===== src/rtl/cse_pkg.sv =====
// Shared types, constants and character helpers for the C string literal escaper.
`default_nettype none
package cse_pkg;

    localparam int unsigned CAP_W       = 16;
    localparam int unsigned CHAR_W      = 8;
    localparam int unsigned ESC_MAX_LEN = 5;
    localparam int unsigned IDX_W       = $clog2(ESC_MAX_LEN);
    localparam logic [CAP_W-1:0] CAP_RESET = 16'd256;

    localparam logic [CHAR_W-1:0] CH_BSLASH = 8'h5C;
    localparam logic [CHAR_W-1:0] CH_ZERO   = 8'h30;
    localparam logic [CHAR_W-1:0] CH_X      = 8'h78;
    localparam logic [CHAR_W-1:0] CH_NUL    = 8'h00;

    typedef enum logic [1:0] {
        PH_HELD,
        PH_FLUSH,
        PH_TERM
    } phase_t;

    typedef struct packed {
        logic [IDX_W-1:0]  len;
        logic [CHAR_W-1:0] ch;
        logic              is_hex;
    } esc_info_t;

    typedef struct packed {
        logic [CHAR_W-1:0] ch;
        logic              str_end;
    } out_word_t;

    function automatic logic [CHAR_W-1:0] hex_char(input logic [3:0] nib);
        logic [CHAR_W-1:0] c;
        if (nib < 4'd10) begin
            c = CH_ZERO + {4'd0, nib};
        end else begin
            c = 8'h61 + {4'd0, nib} - 8'd10;
        end
        return c;
    endfunction

    // Letter of a simple escape; hit is low for bytes with no such escape.
    function automatic logic [CHAR_W:0] esc_letter(input logic [CHAR_W-1:0] b);
        logic [CHAR_W:0] r;
        case (b)
            8'h27:   r = {1'b1, 8'h27};
            8'h22:   r = {1'b1, 8'h22};
            8'h3F:   r = {1'b1, 8'h3F};
            8'h5C:   r = {1'b1, 8'h5C};
            8'h07:   r = {1'b1, 8'h61};
            8'h08:   r = {1'b1, 8'h62};
            8'h0C:   r = {1'b1, 8'h66};
            8'h0A:   r = {1'b1, 8'h6E};
            8'h0D:   r = {1'b1, 8'h72};
            8'h09:   r = {1'b1, 8'h74};
            8'h0B:   r = {1'b1, 8'h76};
            default: r = {1'b0, 8'h00};
        endcase
        return r;
    endfunction

endpackage
`default_nettype wire


===== src/rtl/cse_escape.sv =====
// Escape decoder: length, hex flag and the character at one position of a byte's escape.
`default_nettype none
module cse_escape (
    input  wire logic [cse_pkg::CHAR_W-1:0] byte_in,
    input  wire logic                       prev_hex,
    input  wire logic                       next_is_digit,
    input  wire logic [cse_pkg::IDX_W-1:0]  idx,
    output cse_pkg::esc_info_t              info
);

    logic [cse_pkg::CHAR_W:0] letter;
    logic                     printable;
    logic                     xdigit;

    always_comb begin
        letter    = cse_pkg::esc_letter(byte_in);
        printable = byte_in inside {[8'h20:8'h7E]};
        xdigit    = byte_in inside {[8'h30:8'h39], [8'h41:8'h46], [8'h61:8'h66]};
        info      = '0;
        if (byte_in == 8'h00) begin
            // A zero before a decimal digit needs the full octal form.
            info.len = next_is_digit ? 3'd4 : 3'd2;
            info.ch  = (idx == '0) ? cse_pkg::CH_BSLASH : cse_pkg::CH_ZERO;
        end else if (letter[cse_pkg::CHAR_W]) begin
            info.len = 3'd2;
            info.ch  = (idx == '0) ? cse_pkg::CH_BSLASH : letter[cse_pkg::CHAR_W-1:0];
        end else if (printable && !(prev_hex && xdigit)) begin
            info.len = 3'd1;
            info.ch  = byte_in;
        end else begin
            info.len    = 3'd5;
            info.is_hex = 1'b1;
            case (idx)
                3'd0:    info.ch = cse_pkg::CH_BSLASH;
                3'd1:    info.ch = cse_pkg::CH_X;
                3'd2:    info.ch = cse_pkg::CH_ZERO;
                3'd3:    info.ch = cse_pkg::hex_char(byte_in[7:4]);
                default: info.ch = cse_pkg::hex_char(byte_in[3:0]);
            endcase
        end
    end

endmodule
`default_nettype wire


===== src/rtl/cse_out_reg.sv =====
// Output register of the result channel.
`default_nettype none
module cse_out_reg (
    input  wire logic                       aclk,
    input  wire logic                       aresetn,
    input  wire logic                       load,
    input  wire cse_pkg::out_word_t         word_in,
    output logic                            out_free,
    output logic                            m_tvalid,
    input  wire logic                       m_tready,
    output logic [cse_pkg::CHAR_W-1:0]      m_tdata,
    output logic                            m_tlast
);

    logic               valid_reg;
    cse_pkg::out_word_t word_reg;

    always_ff @(posedge aclk) begin
        if (!aresetn) begin
            valid_reg <= 1'b0;
        end else if (load) begin
            valid_reg <= 1'b1;
        end else if (m_tready) begin
            valid_reg <= 1'b0;
        end
    end

    always_ff @(posedge aclk) begin
        if (load) begin
            word_reg <= word_in;
        end
    end

    assign out_free = !valid_reg || m_tready;
    assign m_tvalid = valid_reg;
    assign m_tdata  = word_reg.ch;
    assign m_tlast  = word_reg.str_end;

endmodule
`default_nettype wire


===== src/rtl/c_string_literal_escaper.sv =====
// Top level of the C string literal escaper: word sequencer, state and configuration.
//
//  channel  | valid/ready       | payload
//  ---------+-------------------+------------------------------------------------
//  input    | s_tvalid/s_tready | s_tdata=data_byte, s_tuser=has_byte, s_tlast=last_byte
//  output   | m_tvalid/m_tready | m_tdata=out_char, m_tlast=string_end
//  config   | cfg_we            | cfg_wdata=capacity
//
// The output register takes one character per cycle while m_tready allows; an item
// produces 0 to 11 characters, and an escape that would start at the length limit is
// dropped whole. An item that produces nothing is absorbed in its accept cycle.
// aresetn is synchronous; it clears the valid flags, phase, held byte, hex flag and count, and sets capacity to 256.
// A stalled output word holds; the next input word is taken as soon as the current
// item's last character moves into the output register or its last escape is dropped.
`default_nettype none
module c_string_literal_escaper (
    input  wire logic                       aclk,
    input  wire logic                       aresetn,
    input  wire logic                       cfg_we,
    input  wire logic [cse_pkg::CAP_W-1:0]  cfg_wdata,
    input  wire logic                       s_tvalid,
    output logic                            s_tready,
    input  wire logic [cse_pkg::CHAR_W-1:0] s_tdata,   // [7:0] data_byte
    input  wire logic                       s_tuser,   // [0] has_byte
    input  wire logic                       s_tlast,
    output logic                            m_tvalid,
    input  wire logic                       m_tready,
    output logic [cse_pkg::CHAR_W-1:0]      m_tdata,   // [7:0] out_char
    output logic                            m_tlast
);

    logic [cse_pkg::CAP_W-1:0]  capacity_reg;
    logic [cse_pkg::CHAR_W-1:0] held_byte_reg;
    logic                       held_valid_reg;
    logic                       prev_hex_reg, prev_hex_next;
    logic [cse_pkg::CAP_W-1:0]  cw_reg, cw_next;

    logic                       w_valid_reg, w_valid_next;
    cse_pkg::phase_t            phase_reg, phase_next;
    logic [cse_pkg::IDX_W-1:0]  idx_reg, idx_next;
    logic [cse_pkg::CHAR_W-1:0] a_byte_reg, b_byte_reg;
    logic                       b_valid_reg, last_reg, next_digit_reg;

    logic                       in_acc, a_valid_in, b_valid_in, item_work;
    cse_pkg::phase_t            start_phase;
    logic [cse_pkg::CHAR_W-1:0] cur_byte;
    cse_pkg::esc_info_t         esc;
    cse_pkg::out_word_t         word;
    logic [cse_pkg::CAP_W-1:0]  limit;
    logic [cse_pkg::CAP_W:0]    cw_inc;
    logic                       at_limit, skip, emit, go, phase_end, item_end, out_free;
    cse_pkg::phase_t            after_phase;
    logic                       has_after;

    assign limit    = (capacity_reg == '0) ? '0 : capacity_reg - 16'd1;
    assign at_limit = cw_reg >= limit;
    assign cw_inc   = {1'b0, cw_reg} + 17'd1;
    assign cur_byte = (phase_reg == cse_pkg::PH_HELD) ? a_byte_reg : b_byte_reg;

    cse_escape u_escape (
        .byte_in       (cur_byte),
        .prev_hex      (prev_hex_reg),
        .next_is_digit (next_digit_reg && (phase_reg == cse_pkg::PH_HELD)),
        .idx           (idx_reg),
        .info          (esc)
    );

    cse_out_reg u_out (
        .aclk     (aclk),
        .aresetn  (aresetn),
        .load     (w_valid_reg && go && emit),
        .word_in  (word),
        .out_free (out_free),
        .m_tvalid (m_tvalid),
        .m_tready (m_tready),
        .m_tdata  (m_tdata),
        .m_tlast  (m_tlast)
    );

    // What the incoming word asks for, judged against the held byte before it changes.
    always_comb begin
        a_valid_in = s_tuser && held_valid_reg;
        b_valid_in = s_tlast && (s_tuser || held_valid_reg);
        item_work  = a_valid_in || s_tlast;
        if (a_valid_in) begin
            start_phase = cse_pkg::PH_HELD;
        end else if (b_valid_in) begin
            start_phase = cse_pkg::PH_FLUSH;
        end else begin
            start_phase = cse_pkg::PH_TERM;
        end
    end

    always_comb begin
        skip        = 1'b0;
        emit        = 1'b1;
        phase_end   = 1'b1;
        has_after   = 1'b0;
        after_phase = cse_pkg::PH_TERM;
        word.ch      = esc.ch;
        word.str_end = 1'b0;
        cw_next       = cw_reg;
        prev_hex_next = prev_hex_reg;
        case (phase_reg)
            cse_pkg::PH_HELD, cse_pkg::PH_FLUSH: begin
                // An escape that would begin at the limit is dropped whole and leaves
                // the hex flag alone; one that reaches the limit is cut short.
                skip      = (idx_reg == '0) && at_limit;
                emit      = !skip;
                phase_end = skip || ((idx_reg + 3'd1) == esc.len) || (cw_inc >= {1'b0, limit});
                if (phase_reg == cse_pkg::PH_HELD) begin
                    has_after   = b_valid_reg || last_reg;
                    after_phase = b_valid_reg ? cse_pkg::PH_FLUSH : cse_pkg::PH_TERM;
                end else begin
                    has_after   = 1'b1;
                    after_phase = cse_pkg::PH_TERM;
                end
                if (emit) begin
                    cw_next = cw_inc[cse_pkg::CAP_W-1:0];
                end
                if (phase_end && !skip) begin
                    prev_hex_next = esc.is_hex;
                end
            end
            cse_pkg::PH_TERM: begin
                word.ch       = cse_pkg::CH_NUL;
                word.str_end  = 1'b1;
                cw_next       = '0;
                prev_hex_next = 1'b0;
            end
            default: begin
                emit = 1'b0;
            end
        endcase
        go       = skip || out_free;
        item_end = phase_end && !has_after;
    end

    assign s_tready = !w_valid_reg || (go && item_end);
    assign in_acc   = s_tvalid && s_tready;

    always_comb begin
        w_valid_next = w_valid_reg;
        phase_next   = phase_reg;
        idx_next     = idx_reg;
        if (w_valid_reg && go) begin
            if (phase_end) begin
                idx_next = '0;
                if (has_after) begin
                    phase_next = after_phase;
                end else begin
                    w_valid_next = 1'b0;
                end
            end else begin
                idx_next = idx_reg + 3'd1;
            end
        end
        if (in_acc) begin
            w_valid_next = item_work;
            phase_next   = start_phase;
            idx_next     = '0;
        end
    end

    always_ff @(posedge aclk) begin
        if (!aresetn) begin
            w_valid_reg <= 1'b0;
            phase_reg   <= cse_pkg::PH_HELD;
            idx_reg     <= '0;
        end else begin
            w_valid_reg <= w_valid_next;
            phase_reg   <= phase_next;
            idx_reg     <= idx_next;
        end
    end

    always_ff @(posedge aclk) begin
        if (!aresetn) begin
            capacity_reg   <= cse_pkg::CAP_RESET;
            held_valid_reg <= 1'b0;
            held_byte_reg  <= '0;
            prev_hex_reg   <= 1'b0;
            cw_reg         <= '0;
        end else begin
            if (cfg_we) begin
                capacity_reg <= cfg_wdata;
            end
            if (in_acc) begin
                if (s_tlast) begin
                    held_valid_reg <= 1'b0;
                end else if (s_tuser) begin
                    held_valid_reg <= 1'b1;
                end
                if (s_tuser) begin
                    held_byte_reg <= s_tdata;
                end
            end
            if (w_valid_reg && go) begin
                prev_hex_reg <= prev_hex_next;
                cw_reg       <= cw_next;
            end
        end
    end

    always_ff @(posedge aclk) begin
        if (in_acc) begin
            a_byte_reg     <= held_byte_reg;
            b_byte_reg     <= s_tuser ? s_tdata : held_byte_reg;
            b_valid_reg    <= b_valid_in;
            last_reg       <= s_tlast;
            next_digit_reg <= s_tdata inside {[8'h30:8'h39]};
        end
    end

`ifndef SYNTHESIS
    a_term_is_nul: assert property (@(posedge aclk) disable iff (!aresetn)
        (m_tvalid && m_tlast) |-> (m_tdata == cse_pkg::CH_NUL))
        else $error("terminator word carries a nonzero character");

    a_idx_in_range: assert property (@(posedge aclk) disable iff (!aresetn)
        w_valid_reg |-> (idx_reg < 3'd5))
        else $error("escape position out of range");

    a_term_clears: assert property (@(posedge aclk) disable iff (!aresetn)
        (w_valid_reg && go && (phase_reg == cse_pkg::PH_TERM))
        |=> ((cw_reg == '0) && !prev_hex_reg))
        else $error("block state not cleared after terminator");

    a_ready_needs_progress: assert property (@(posedge aclk) disable iff (!aresetn)
        (s_tready && w_valid_reg) |-> (go && item_end))
        else $error("input taken while current item unfinished");
`endif

endmodule
`default_nettype wire


===== config.mk =====
export PLATFORM = sky130hd
export DESIGN_NAME = c_string_literal_escaper
export DESIGN_NICKNAME = d
export VERILOG_FILES = /design/src/rtl/cse_pkg.sv /design/src/rtl/cse_escape.sv /design/src/rtl/cse_out_reg.sv /design/src/rtl/c_string_literal_escaper.sv
export SDC_FILE = /design/constraint.sdc
export NUM_CORES = 1
export LEC_CHECK = 0
export BUFFER_PORTS_ARGS = -buffer_cell sky130_fd_sc_hd__buf_2
export CAP_MARGIN = 0
export CORE_MARGIN = 8
export CORE_UTILIZATION = 50
export CTS_CLUSTER_SIZE = 30
export DETAILED_ROUTE_END_ITERATION = 12
export PLACE_DENSITY = 0.67
export RECOVER_POWER = 50
export SLEW_MARGIN = 20
export SYNTH_ARGS = -nofsm -noshare
export SYNTH_HDL_FRONTEND = slang
export SYNTH_SLANG_ARGS = --single-unit

===== constraint.sdc =====
create_clock -name aclk -period 5.3 [get_ports aclk]
set_input_delay 1.06 -clock aclk [delete_from_list [all_inputs] [get_ports aclk]]
set_output_delay 1.06 -clock aclk [all_outputs]
set_load 0.03 [all_outputs]

==> implementation parameters <==
Parameter                              Value

Critical path
  Critical path class ... flip-flop to primary output
  Most common cell type on the critical path ... sky130_fd_sc_hd__nand2_1
  Cells along the critical path ... nor4_2, buf_4, nand2_1, nor4_1, xor2_1, nand2_1, ha_1, a21o_1, a211o_1, a41oi_1, a21oi_1, nor4_2, o41ai_4, nand2_1, nand2_1, buf_2
  Critical path peak fanout ... 6
  Arrival time at the worst endpoint ... 3.96 ns
  Critical path data required time ... 4.24 ns
  Slowest Stage Delay on Critical Path ... 0.38 ns
  Type of element capturing the critical path ... primary output
  Crit-path slowest cell ... sky130_fd_sc_hd__dfxtp_1
  Kind of start point of the critical path ... flip-flop

Synth
  Synthesized area per cell ... 8.57 um^2
  FF+latch count, synth ... 77
  Post-Synthesis Net Count ... 749
  Post-synthesis share of cell area spent on xor and xnor gates ... 0.0442
  Main flop type after synthesis ... sky130_fd_sc_hd__dfxtp_1
  Post-synthesis mux area share ... 0.0638
  Area of the mapped netlist ... 0.00574 mm^2
  Number of enable flip-flop cells after synthesis ... 28
  Combinational family with the most area after synthesis ... simple AND/OR/NAND/NOR gates
  Number of different library cells in the post-synthesis netlist ... 70
  Post-synthesis adder-cell area fraction ... 0.105
  Share of synthesized cell area in and, or, nand and nor gates ... 0.241
  Synthesized-area fraction occupied by ao, oa, aoi and oai cells ... 0.196
  Sequential area share after synthesis ... 0.317
  Async set or reset register ratio after synthesis ... 0
  Synth Instances ... 670
  Yosys warns ... 0

Clocking
  Clock-pin slew of the registers on the worst-case setup and hold paths ... 0.05 ns
  Number of levels in the clock H-tree ... 3
  CTS Root Buffer Type ... sky130_fd_sc_hd__clkbuf_16
  Clock tree from TritonCTS ... done
  Insertion delay to the later sink of the worst-skew pair ... 0.34 ns
  Quantity of hold-fixing buffers added after cts ... 0
  Clock Sinks ... 77
  Maximum buffer depth of the clock tree ... 2
  Total clock buffers created by CTS ... 9

Finish
  Synthesis-to-layout area growth ... 14.0%
  Fraction of final layout cells sized beyond drive strength 1 ... 0.139
  Post-route insts no fill ... 871
  Final Util ... 0.578
  Antenna diodes ... 0
  Net total in the final layout ... 802
  Most frequent cells in the layout ... sky130_fd_sc_hd__nand2_1 (81), sky130_fd_sc_hd__ha_1 (47), sky130_fd_sc_hd__dfxtp_1 (46), sky130_fd_sc_hd__nor2_1 (37), sky130_fd_sc_hd__a21oi_1 (33)
  Most common library cell in the layout ignoring fill and taps ... sky130_fd_sc_hd__nand2_1

Pwr
  Power Density ... 293 mW/mm^2
  Tot Pwr ... 1.92 mW
  Leakage power of the design ... 2.76 nW
  Highest ir drop seen on vdd ... 198 uV

GRT
  GRT Resource Usage Total ... 0.199
  Via count of the first global-routing pass ... 4827
  Final global-route overflow total ... 0
  Largest net degree at the start of global routing ... 58
  Global-route wire length before repair ... 24.2 mm
  Number of antenna violations at the first check in global routing ... 0

Place
  Cell count after placement ... 847
  Routability Congestion ... 0.941
  Worst setup slack after placement ... 0.117 ns
  Port bufs ... 41
  Dpl hpwl ... 11.2 mm

Timing
  Max transition margin ... -0.425
  Final worst clock skew ... 0.00602 ns
  Fmax ... 0.199 GHz
  Count of endpoints failing setup in the final report ... 0
  Worst-margin pin slew ... 2.14 ns
  Min Tclk post-route ... 5.02 ns
  Count of endpoints failing hold in the final timing report ... 0
  Final Slew Violations ... 58
  Final WS setup ... 0.276 ns
  Setup TNS ... 0 ns
  Tcrit/Tclk final ... 0.948

Route
  Via count ... 5233
  DRC Markers ... 0
  Number of optimization iterations in the first detailed-route pass ... 5
  Via-to-Cell Ratio ... 6.01
  Routed wire length ... 14.9 mm
  Wire per inst ... 17.1 um
  Remaining number of nets flagged by the antenna check after routing ... 0
  DRT iter0 DRCs ... 400

Outcome
  Violated checks ... capacitance limit, slew limit
  Run status ... finished with violations

Run
  Max-cap viol count ... 1

Hold path
  Path type of the worst min-delay path ... flip-flop to flip-flop

Floorplan
  Die height ... 123 um
  Die Area ... 0.0152 mm^2
  Row cnt ... 39
  Starting utilization of the core area ... 0.507
  Die extent in x ... 123 um
  I/O pins ... 42
  CORE AREA ... 0.0113 mm^2
==> report_power, final <==
group	internal, mW	switching (mW)	leakage [nW]
registers	0.671	0.0424	0.674
logic	0.248	0.405	1.96
clock network	0.316	0.237	0.127
==> per-layer routing <==
metal | global-route usage | wire (um) | up-vias
met5 | 0 | 0 | -
met2 | 0.280 | 6150 | 162
met1 | 0.291 | 7470 | 2453
met4 | 0.0783 | 334 | 0
li1 | - | - | 2591
met3 | 0.0393 | 918 | 27
==> cells in the mapped netlist, drive strengths merged, types with 12 or more instances <==
cell,n,area share
nand4,12,0.013
nor2,41,0.029
nand3,26,0.023
dfxtp,49,0.17
nor2b,25,0.027
clkbuf,15,0.0098
a21oi,33,0.029
edfxtp,28,0.15
xor2,18,0.027
nor3,16,0.014
o21ai,46,0.040
mux2,13,0.025
inv,20,0.013
ha,48,0.10
nand2,82,0.054
mux2i,22,0.038
==> cell families after synthesis <==
group                      Yosys count
AOI/OAI and AO/OA                  168
xor gates and xnor gates            29
adders and majority gates           48
buffers and inverters               44
DFF                                 77
muxes                               35
other                                1
and+or+nand+nor                    268
==> what timing repair did <==
item / CTS / global route
gates cloned: 0 / 0
resized for setup: 5 / 19
endpoints found under the setup margin: 1 / 1
pin swaps: 2 / 2
buffers inserted: 1 / 7
==> path summary, 6_finish.rpt <==
kind                                      start                 endpoint  slack (ns)  depth (start not counted)
setup / recovery   capacity_reg[4]$_SDFFE_PN0P_                 s_tready        0.28                         16
hold / removal    held_byte_reg[7]$_SDFFE_PN0P_  a_byte_reg[7]$_DFFE_PP_        0.45                          0
setup reg to reg   capacity_reg[8]$_SDFFE_PN1P_  cw_reg[15]$_SDFFE_PN0P_        0.74                         16
hold reg to reg   held_byte_reg[7]$_SDFFE_PN0P_  a_byte_reg[7]$_DFFE_PP_        0.45                          0
==> worst max-delay path: cells and delay by family, from the launching register on <==
| family | cells | cell delay (ns) |
|---|---|---|
| adder cells (fa/ha/maj) | 1 | 0.32 |
| XOR/XNOR | 1 | 0.25 |
| buffers and inverters | 2 | 0.38 |
| flip-flops | 1 | 0.38 |
| AND/OR/NAND/NOR | 7 | 1.34 |
| AO/OA/AOI/OAI | 5 | 0.94 |
==> metrics by stage <==
stage / cell area (um^2) / hold slack [ns]
final: 6550 / 0.453
after global routing: 6550 / 0.473
after CTS: 6430 / 0.456
after detailed placement: 6140 / 0.443
after global placement: 6140 / 0.435
after floorplan: 5740 / 0.426
==> cell type report <==
type / count / area (um^2)
fillers: 1051 / 4780
multi-input cells: 549 / 3840
flip-flops and latches: 77 / 1830
repair buffers: 65 / 362
clock buffers: 12 / 236
well taps: 143 / 179
inverters: 21 / 78.8
clock inverters: 4 / 26.3
Power figures use the tool's default switching activity.
